==> config.mk <==
export PLATFORM = sky130hd
export DESIGN_NAME = rtc_calendar_tick
export DESIGN_NICKNAME = d
export VERILOG_FILES = /design/src/sv/rtc_pkg.sv /design/src/sv/rtc_base.sv /design/src/sv/rtc_cal.sv /design/src/sv/rtc_calendar_tick.sv
export SDC_FILE = /design/constraint.sdc
export NUM_CORES = 1
export LEC_CHECK = 0
export ABC_CLOCK_PERIOD_IN_PS = 6550
export CAP_MARGIN = 10
export CORE_UTILIZATION = 40
export CTS_CLUSTER_DIAMETER = 50
export DETAILED_ROUTE_END_ITERATION = 10
export DONT_BUFFER_PORTS = 1
export MAX_ROUTING_LAYER = met4
export SYNTH_ARGS = -nofsm -noshare
export SYNTH_HDL_FRONTEND = slang
export SYNTH_SLANG_ARGS = --single-unit
==> constraint.sdc <==
create_clock -name clk -period 6.55 [get_ports clk]
set_clock_uncertainty 0.15 [all_clocks]
set_input_delay 0 -clock clk [delete_from_list [all_inputs] [get_ports clk]]
set_output_delay 0 -clock clk [all_outputs]
set_load 0.01 [all_outputs]
==> src/sv/rtc_pkg.sv <==
// ----------------------------------------------------------------------------
// rtc_pkg: shared types and constants of the RTC calendar tick block
// Calendar record layout, counter limits, reset values and month lengths.
// ----------------------------------------------------------------------------
`default_nettype none

package rtc_pkg;

  // default width of the free-running time counter
  localparam int unsigned DEF_COUNTER_WIDTH = 32;

  // payload widths on the stream ports
  localparam int unsigned IN_DATA_W  = 56;
  localparam int unsigned OUT_DATA_W = 48;
  localparam int unsigned CAL_W      = 45;

  // calendar record, least significant field last
  typedef struct packed {
    logic [15:0] year;
    logic [3:0]  month;
    logic [4:0]  day;
    logic [2:0]  weekday;
    logic [4:0]  hour;
    logic [5:0]  minute;
    logic [5:0]  second;
  } rtc_time_t;

  // carry limits
  localparam logic [5:0] SEC_LAST   = 6'd59;
  localparam logic [5:0] MIN_LAST   = 6'd59;
  localparam logic [4:0] HOUR_LAST  = 5'd23;
  localparam logic [2:0] WDAY_LAST  = 3'd7;
  localparam logic [2:0] WDAY_FIRST = 3'd1;
  localparam logic [4:0] DAY_FIRST  = 5'd1;
  localparam logic [3:0] MONTH_FIRST = 4'd1;
  localparam logic [3:0] MONTH_LAST = 4'd12;
  localparam logic [3:0] MONTH_FEB  = 4'd2;
  localparam logic [4:0] DAYS_FEB_LEAP = 5'd29;

  // year modulo 400 tracking for the Gregorian rule
  localparam logic [8:0] Y400_LAST  = 9'd399;
  localparam logic [8:0] Y400_100   = 9'd100;
  localparam logic [8:0] Y400_200   = 9'd200;
  localparam logic [8:0] Y400_300   = 9'd300;
  localparam logic [8:0] Y400_RESET = 9'd10;     // 2010 mod 400
  localparam logic [15:0] YEAR_MAX  = 16'hFFFF;

  // calendar after reset: Friday 1 January 2010, 00:00:00
  localparam rtc_time_t RESET_CAL = '{
    year:    16'd2010,
    month:   4'd1,
    day:     5'd1,
    weekday: 3'd5,
    hour:    5'd0,
    minute:  6'd0,
    second:  6'd0
  };

  // length of a month in a common year
  function automatic logic [4:0] days_in_month(input logic [3:0] month);
    logic [4:0] len;
    case (month)
      4'd2:    len = 5'd28;
      4'd4:    len = 5'd30;
      4'd6:    len = 5'd30;
      4'd9:    len = 5'd30;
      4'd11:   len = 5'd30;
      default: len = 5'd31;
    endcase
    return len;
  endfunction

endpackage

`default_nettype wire

==> src/sv/rtc_base.sv <==
// ----------------------------------------------------------------------------
// rtc_base: counter base register and one-second detect
// Holds the base count, decides whether a poll advances one second and
// moves the base on capture or advance.
// ----------------------------------------------------------------------------
`default_nettype none

module rtc_base #(
  parameter int unsigned COUNTER_WIDTH = rtc_pkg::DEF_COUNTER_WIDTH
) (
  input  wire logic        clk,
  input  wire logic        rst,
  input  wire logic        commit,     // item leaves the input register
  input  wire logic        op,         // 1 capture, 0 poll
  input  wire logic [31:0] counter_value,
  input  wire logic [23:0] ticks_per_second,
  output logic             advance
);
  import rtc_pkg::*;

  logic [COUNTER_WIDTH-1:0] base;
  logic [COUNTER_WIDTH-1:0] base_next;
  logic [COUNTER_WIDTH-1:0] cnt;
  logic [COUNTER_WIDTH-1:0] elapsed;
  logic [32:0]              sum;

  // elapsed count modulo the counter width, strict compare to one second
  always_comb begin
    cnt     = counter_value[COUNTER_WIDTH-1:0];
    elapsed = cnt - base;
    advance = !op && (33'(elapsed) > 33'(ticks_per_second));
    sum     = 33'(base) + 33'(ticks_per_second);
    if (op) begin
      base_next = cnt;
    end else if (advance) begin
      base_next = sum[COUNTER_WIDTH-1:0];
    end else begin
      base_next = base;
    end
  end

  always_ff @(posedge clk) begin
    if (rst) begin
      base <= '0;
    end else if (commit) begin
      base <= base_next;
    end
  end

endmodule

`default_nettype wire

==> src/sv/rtc_cal.sv <==
// ----------------------------------------------------------------------------
// rtc_cal: calendar counters
// Second, minute, hour, weekday, day, month and year with Gregorian leap
// years; advances by one second per tick.
// ----------------------------------------------------------------------------
`default_nettype none

module rtc_cal (
  input  wire logic         clk,
  input  wire logic         rst,
  input  wire logic         tick,
  output rtc_pkg::rtc_time_t cal_next
);
  import rtc_pkg::*;

  rtc_time_t  cal;
  logic [8:0] y400;        // year modulo 400, forced to 0 on 16-bit wrap
  logic [8:0] y400_next;
  logic       leap;
  logic [4:0] month_len;
  logic       sec_wrap;
  logic       min_wrap;
  logic       hour_wrap;
  logic       day_wrap;
  logic       month_wrap;

  // carry conditions
  always_comb begin
    leap = (y400 == '0) ||
           ((y400[1:0] == 2'b00) && (y400 != Y400_100) &&
            (y400 != Y400_200) && (y400 != Y400_300));
    month_len  = (cal.month == MONTH_FEB && leap) ? DAYS_FEB_LEAP
                                                  : days_in_month(cal.month);
    sec_wrap   = cal.second >= SEC_LAST;
    min_wrap   = cal.minute >= MIN_LAST;
    hour_wrap  = cal.hour >= HOUR_LAST;
    day_wrap   = cal.day >= month_len;
    month_wrap = cal.month >= MONTH_LAST;
  end

  // one-second advance with ripple of carries
  always_comb begin
    cal_next  = cal;
    y400_next = y400;
    if (tick) begin
      if (!sec_wrap) begin
        cal_next.second = cal.second + 6'd1;
      end else begin
        cal_next.second = '0;
        if (!min_wrap) begin
          cal_next.minute = cal.minute + 6'd1;
        end else begin
          cal_next.minute = '0;
          if (!hour_wrap) begin
            cal_next.hour = cal.hour + 5'd1;
          end else begin
            cal_next.hour    = '0;
            cal_next.weekday = (cal.weekday == WDAY_LAST) ? WDAY_FIRST
                                                          : cal.weekday + 3'd1;
            if (!day_wrap) begin
              cal_next.day = cal.day + 5'd1;
            end else begin
              cal_next.day = DAY_FIRST;
              if (!month_wrap) begin
                cal_next.month = cal.month + 4'd1;
              end else begin
                cal_next.month = MONTH_FIRST;
                cal_next.year  = cal.year + 16'd1;
                y400_next = (cal.year == YEAR_MAX || y400 == Y400_LAST) ? '0
                                                                        : y400 + 9'd1;
              end
            end
          end
        end
      end
    end
  end

  always_ff @(posedge clk) begin
    if (rst) begin
      cal  <= RESET_CAL;
      y400 <= Y400_RESET;
    end else begin
      cal  <= cal_next;
      y400 <= y400_next;
    end
  end

endmodule

`default_nettype wire

==> src/sv/rtc_calendar_tick.sv <==
// ----------------------------------------------------------------------------
// rtc_calendar_tick: calendar clock updated by polls of a time counter
// Input register, base and calendar update, result register.
// ----------------------------------------------------------------------------
// Every input word yields exactly one result word. A capture word (tuser 1)
// loads the counter value as the base; a poll word (tuser 0) advances the
// calendar by one second when the elapsed count since the base exceeds
// ticks_per_second, and then moves the base on by ticks_per_second. The
// result always shows the calendar after the word. A word is registered in the
// input register when it is accepted, and its result is registered in the result
// register when the result side can take it, and one word is taken every cycle
// while the result side keeps up: the base compare and the full carry chain of the
// calendar settle combinationally between the input register and the result
// register. While a finished word waits downstream, the input register can still
// take one word if it is empty.
`default_nettype none

module rtc_calendar_tick #(
  parameter int unsigned COUNTER_WIDTH = rtc_pkg::DEF_COUNTER_WIDTH
) (
  input  wire logic                           clk,
  input  wire logic                           rst,
  // input stream
  input  wire logic                           s_axis_tvalid,
  output logic                                s_axis_tready,
  input  wire logic [rtc_pkg::IN_DATA_W-1:0]  s_axis_tdata,  // counter_value[31:0],
                                                             // ticks_per_second[55:32]
  input  wire logic                           s_axis_tuser,  // op: 1 capture, 0 poll
  // result stream
  output logic                                m_axis_tvalid,
  input  wire logic                           m_axis_tready,
  output logic [rtc_pkg::OUT_DATA_W-1:0]      m_axis_tdata,  // second, minute, hour, weekday,
                                                             // day_of_month, month_now,
                                                             // year_now, pad
  output logic                                m_axis_tuser   // advanced
);
  import rtc_pkg::*;

  logic        in_vld;
  logic        in_op;
  logic [31:0] in_cnt;
  logic [23:0] in_tps;
  logic        out_take;
  logic        commit;
  logic        advance;
  rtc_time_t   cal_next;

  // pipeline handshake
  assign out_take      = !m_axis_tvalid || m_axis_tready;
  assign commit        = in_vld && out_take;
  assign s_axis_tready = !in_vld || out_take;

  // valid bits
  always_ff @(posedge clk) begin
    if (rst) begin
      in_vld        <= 1'b0;
      m_axis_tvalid <= 1'b0;
    end else begin
      if (s_axis_tready) begin
        in_vld <= s_axis_tvalid;
      end
      if (out_take) begin
        m_axis_tvalid <= in_vld;
      end
    end
  end

  // input register
  always_ff @(posedge clk) begin
    if (s_axis_tvalid && s_axis_tready) begin
      in_op  <= s_axis_tuser;
      in_cnt <= s_axis_tdata[31:0];
      in_tps <= s_axis_tdata[55:32];
    end
  end

  rtc_base #(
    .COUNTER_WIDTH (COUNTER_WIDTH)
  ) u_base (
    .clk              (clk),
    .rst              (rst),
    .commit           (commit),
    .op               (in_op),
    .counter_value    (in_cnt),
    .ticks_per_second (in_tps),
    .advance          (advance)
  );

  rtc_cal u_cal (
    .clk      (clk),
    .rst      (rst),
    .tick     (commit && advance),
    .cal_next (cal_next)
  );

  // result register
  always_ff @(posedge clk) begin
    if (commit) begin
      m_axis_tuser <= advance;
      m_axis_tdata <= {3'b000, cal_next};
    end
  end

endmodule

`default_nettype wire

# Yosys cells after proc, flatten, opt, wreduce, memory -nomap -nowiden
# Index checks and enable logic that the tools add are counted.
# totals
reg_bits	191
word_cells	81
inputBits	61
rom_bits	0
ramBits	0
latchBits	0
mem_count	0
# op_classes
n_eq_ne	11
mul	0
shift	0
n_mux	17
addsub	10
n_div	0
n_lt_le_gt_ge	6
reduce_logical	21
n_bitwise	0
# ops
cell	n
32-bit 2-to-1 mux	2
45-bit 2-to-1 mux	1
39-bit 2-to-1 mux	1
33-bit 2-to-1 mux	1
32-bit by 24-bit adder with 32-bit output	1
32-bit by 24-bit greater-than comparator with 1-bit output	1
32-bit subtractor	1
28-bit 2-to-1 mux	1
20-bit 2-to-1 mux	1
16-bit by 1-bit adder with 16-bit output, second input constant	1
16-bit equality test, second input constant	1
16-bit 2-to-1 mux	1
6-bit by 1-bit adder with 6-bit output, second input constant	2
6-bit greater-or-equal comparator, second input constant	2
6-bit 2-to-1 mux	2
5-bit by 1-bit adder with 5-bit output, second input constant	2
5-bit 2-to-1 mux	2
9-bit by 1-bit adder with 9-bit output, second input constant	1
9-bit equality test, second input constant	1
9-bit logical NOT	1
9-bit 2-to-1 mux	1
9-bit by 7-bit inequality test with 1-bit output, second input constant	1
9-bit by 8-bit inequality test with 1-bit output, second input constant	1
9-bit inequality test, second input constant	1
other kinds (21)	35

# Logic depth before layout (Yosys ltp)
# logic_depth
word_depth	13
mapped_depth	25
mapped_depth_nobuf	23

# Modules after synthesis
# Synthesis repeated with hierarchy kept, for this count alone.
# hier_totals
cells_unflattened	1194
hier_area_um2	11617.4
# by_module_without_submodules
mod	cells_each	area_each_um2	instances	seq_area_each_um2
rtc_base	685	5151.2	1	640.6
rtc_cal	391	3236.9	1	1081.0
rtc_calendar_tick	118	3229.3	1	3133.0

# Least setup slack after synthesis
# Ideal clock, no wire load.
# synth_path
path_kind	register -> register
startpoint	reg in_cnt[4]
endpoint	reg m_axis_tdata[17] (netlist name) (data pin)
setup_slack_ps	1008
stages_incl_launch_ff	24
n_path_buf	1
t_arrival_ps	5125
setup_ps	266
required_ps	6134
cell_sequence	edfxtp_1 ha_1 a21o_1 a211oi_1 a211o_2 a21boi_0 o21ai_0 nand2b_1 a21o_1 a21o_1 a2111oi_0 nand4b_1 ha_1 nand3_1 a211oi_1 nor3_1 nand2_1 o21a_1 a31o_2 or4_4 o41a_2 clkbuf_1 a21oi_1 nor2_1
# synth_lines
item	line_no	rtl
from (decl)	rtc_calendar_tick.sv:41	logic [31:0] in_cnt;
from (signal assigned)	rtc_calendar_tick.sv:72	in_cnt <= s_axis_tdata[31:0];
to (signal assigned)	rtc_calendar_tick.sv:100	m_axis_tdata <= {3'b000, cal_next};
to (decl)	rtc_calendar_tick.sv:32	output logic [rtc_pkg::OUT_DATA_W-1:0] m_axis_tdata,

# Worst setup path after layout
# layout_path
startpoint	reg in_cnt[4]
endpoint	reg u_cal.cal[43] (netlist name)
# layout_between
elab_chain_cells	5
# layout_rtl
item	line_no	rtl
32-bit subtractor	rtc_base.sv:30	elapsed = cnt - base;
32-bit by 24-bit greater-than comparator with 1-bit output	rtc_base.sv:31	advance = !op && (33'(elapsed) > 33'(ticks_per_second));
1-bit logical AND	rtc_base.sv:31	
1-bit logical AND	rtc_calendar_tick.sv:92	.tick (commit && advance),
45-bit 2-to-1 mux	rtc_cal.sv:45	if (tick) begin
to (signal assigned)	rtc_cal.sv:84	cal <= cal_next;
to (decl)	rtc_cal.sv:16	rtc_time_t cal;
# No other way between the ends.
# A chain may end at the register's enable or synchronous reset.

==> run summary <==
Outcome: complete, no violations
Slew Limit Fails: 0
Crit path time final: 6.10 ns
Part of the Yosys area used for sequential elements: 0.413
DR vias: 9795
Die area: 0.0301 mm2
Top delay family on crit path: compound AO/OA/AOI/OAI gates
# clock sinks: 191
Initial Utilization: 0.408
# rows: 62
Adder-Cell Fraction of Synth Area: 0.103
Worst skew pair latency: 0.45 ns
CTS tree: built
Routability Congestion: 0.885
Clock buffer count from CTS: 17
Type of origin of the critical path: flop
Aggregate global-route resource usage: 0.205
HP Class: in -> reg
DP HPWL: 20900 um
Most common cell after layout, fill and taps aside: a21oi_1
RSZ-0062 raised after global routing: no
Ratio of cells with drive above 1 in the final layout: 0.0607
Worst path cell trace: ha_1 > a21o_1 > a211oi_1 > a211o_2 > a21boi_0 > o21ai_0 > nand2b_1 > a21o_1 > a21o_1 > a2111oi_0 > nand4b_1 > ha_1 > nand3_1 > a211oi_1 > nor3_2 > nand2_1 > o21a_1 > a31o_2 > or4_4 > nor4_4 > buf_6 > or4_1 > a21oi_1 > dlygate4sd3_1
CP Max Fanout: 13
Initial antenna violation count: 0
Clock Tree Root: clkbuf_16
Largest net degree at the start of global routing: 89
CP peak stage delay: 0.59 ns
ANT nets after route: 0
Multiplexer share of the synthesized area: 0.0146
Fmax: 0.164 GHz
#FFs+latches synth: 191
Final setup vio count: 0
# DRC: 0
Max cap viols: 0
Syn avg cell area: 9.22 um2
Total gr overflow: 0
Synth cell types: 85
Dpl cell area: 0.0121 mm2
Slew @ Worst Pin: 1.15 ns
DRT iter0 DRCs: 743
DP Worst Slack: 0.397 ns
P_leak: 5.05 nW
Fin. Hold Viols: 0
Cells after synthesis: 1275
Critical Path AT: 6.28 ns
Inserted Diodes: 0
CORE AREA: 0.0288 mm2
Slowest-stage cell, CP: or4_4
CP dominant cell by count: a21o_1
Compound-Gate Fraction of Synth Area: 0.214
Commonest cells after routing, fill and taps aside: 125 x a21oi_1, 103 x nor2_1, 103 x edfxtp_1
CP required: 6.74 ns
Filler instances: 2770
Period utilization: 0.931
Post-synth EDFFs: 103
Max-slew headroom: 0.229
Number of global-route vias before repair: 9427
Port bufs: 0
CP bufs+invs: 2
First-pass DRT Iterations: 5
Maximum vdd drop: 170 uV
Chip height: 173 um
Simple-gate share of the synthesized area: 0.171
Setup TNS: 0 ns
Critical Path End Type: flop
Post-synth top flop: edfxtp_1
Clock-pin slew on the worst setup and hold paths: 0.08 ns
Synth Warn #: 0
Post-DR vias/cell: 5.70
PD cells: 223 mW/mm2
Clock tree buffer depth: 2
Fin area: 0.0134 mm2
Final net count: 1479
CTS H-tree depth: 4
Wire per inst: 17.4 um
Main combinational cell family by area after synthesis: compound AO/OA/AOI/OAI gates
Final WS setup: 0.453 ns
Crit path kind: reg -> reg
Fraction of synthesized cell area in xor and xnor cells: 0.0373
Share of async-settable or async-resettable flops after synthesis: 0
First-pass GRT wire length: 48200 um
# IOs: 112
DIE WIDTH: 173 um
Area growth syn-to-layout: 13.9%
Synthesized area: 0.0118 mm2
Final wirelength: 30000 um
-- repair_timing --
item                       4_1_cts  5_1_grt
resized for setup                0        5
hold buffers                    63        0
hold endpoints to repair       134        0
setup endpoints to repair        0        2
buffers inserted                 0        1
-- routing by layer --
metal | vias to the layer above | global-route usage | wire length, um
met5 | - | - | 0
met4 | 0 | 0.0653 | 561
met3 | 39 | 0.0259 | 1060
met2 | 239 | 0.352 | 14800
met1 | 4683 | 0.250 | 13500
li1 | 4834 | - | -
-- worst paths after layout --
| path | startpoint | endpoint | slack, ns | depth (start not counted) |
|---|---|---|---|---|
| max reg2reg | in_cnt[4] | u_cal.cal[43] | 0.45 | 24 |
| min | rst | u_cal.y400[3] | 0.001 | 2 |
| min reg2reg | u_base.base[16] | u_base.base[16] | 0.36 | 2 |
| max | in_cnt[4] | u_cal.cal[43] | 0.45 | 24 |
-- flip-flops by register name (all words and copies together), names as in the netlist --
name / count
u_cal.y400: 9
m_axis_tdata: 45
in_op: 1
in_cnt: 32
u_base.base: 32
in_vld: 1
in_tps: 24
m_axis_tuser: 1
u_cal.cal: 45
m_axis_tvalid: 1
-- layout make-up --
class	count	area [um2]	area share
flip-flops and latches	191	4850	0.363
inverters	84	315	0.0236
repair buffers	79	769	0.0575
multi-input cells	949	6380	0.477
clock buffers	17	425	0.0318
clock inverters	15	151	0.0113
well taps	384	480	0.0359
-- stage by stage --
step           hold slack, ns  total power (W)  cells  utilization
6_report              0.00132          0.00299   1719        0.465
3_3_place_gp          -0.0666          0.00193   1622        0.421
5_1_grt                0.0119          0.00314   1719        0.465
3_5_place_dp          -0.0631          0.00193   1622        0.421
4_1_cts               0.00381          0.00300   1717        0.464
2_1_floorplan         -0.0511          0.00181   1277            -
-- cells in the mapped netlist, drive strengths merged, types with 33 or more instances --
library cell	count	area share
dfxtp	88	0.15
nand3	45	0.019
a211oi	41	0.027
inv	83	0.027
a21o	33	0.021
edfxtp	103	0.26
a21oi	125	0.053
nand2	97	0.031
clkbuf	43	0.014
ha	94	0.10
nor2	103	0.033
o21ai	79	0.034
-- logic make-up after synthesis --
group                    after synthesis
XOR/XNOR                              50
AND/OR/NAND/NOR                      397
buffers and inverters                137
multiplexers                          16
flip-flops                           191
other                                  1
AO/OA/AOI/OAI                        387
adder cells (fa/ha/maj)               96
-- power breakdown --
part	internal (W)	switching [W]
clock	0.000505	0.000522
combinational	0.000253	0.000358
sequential	0.00131	0.0000372
No activity file was read; power rests on OpenSTA's default activity.
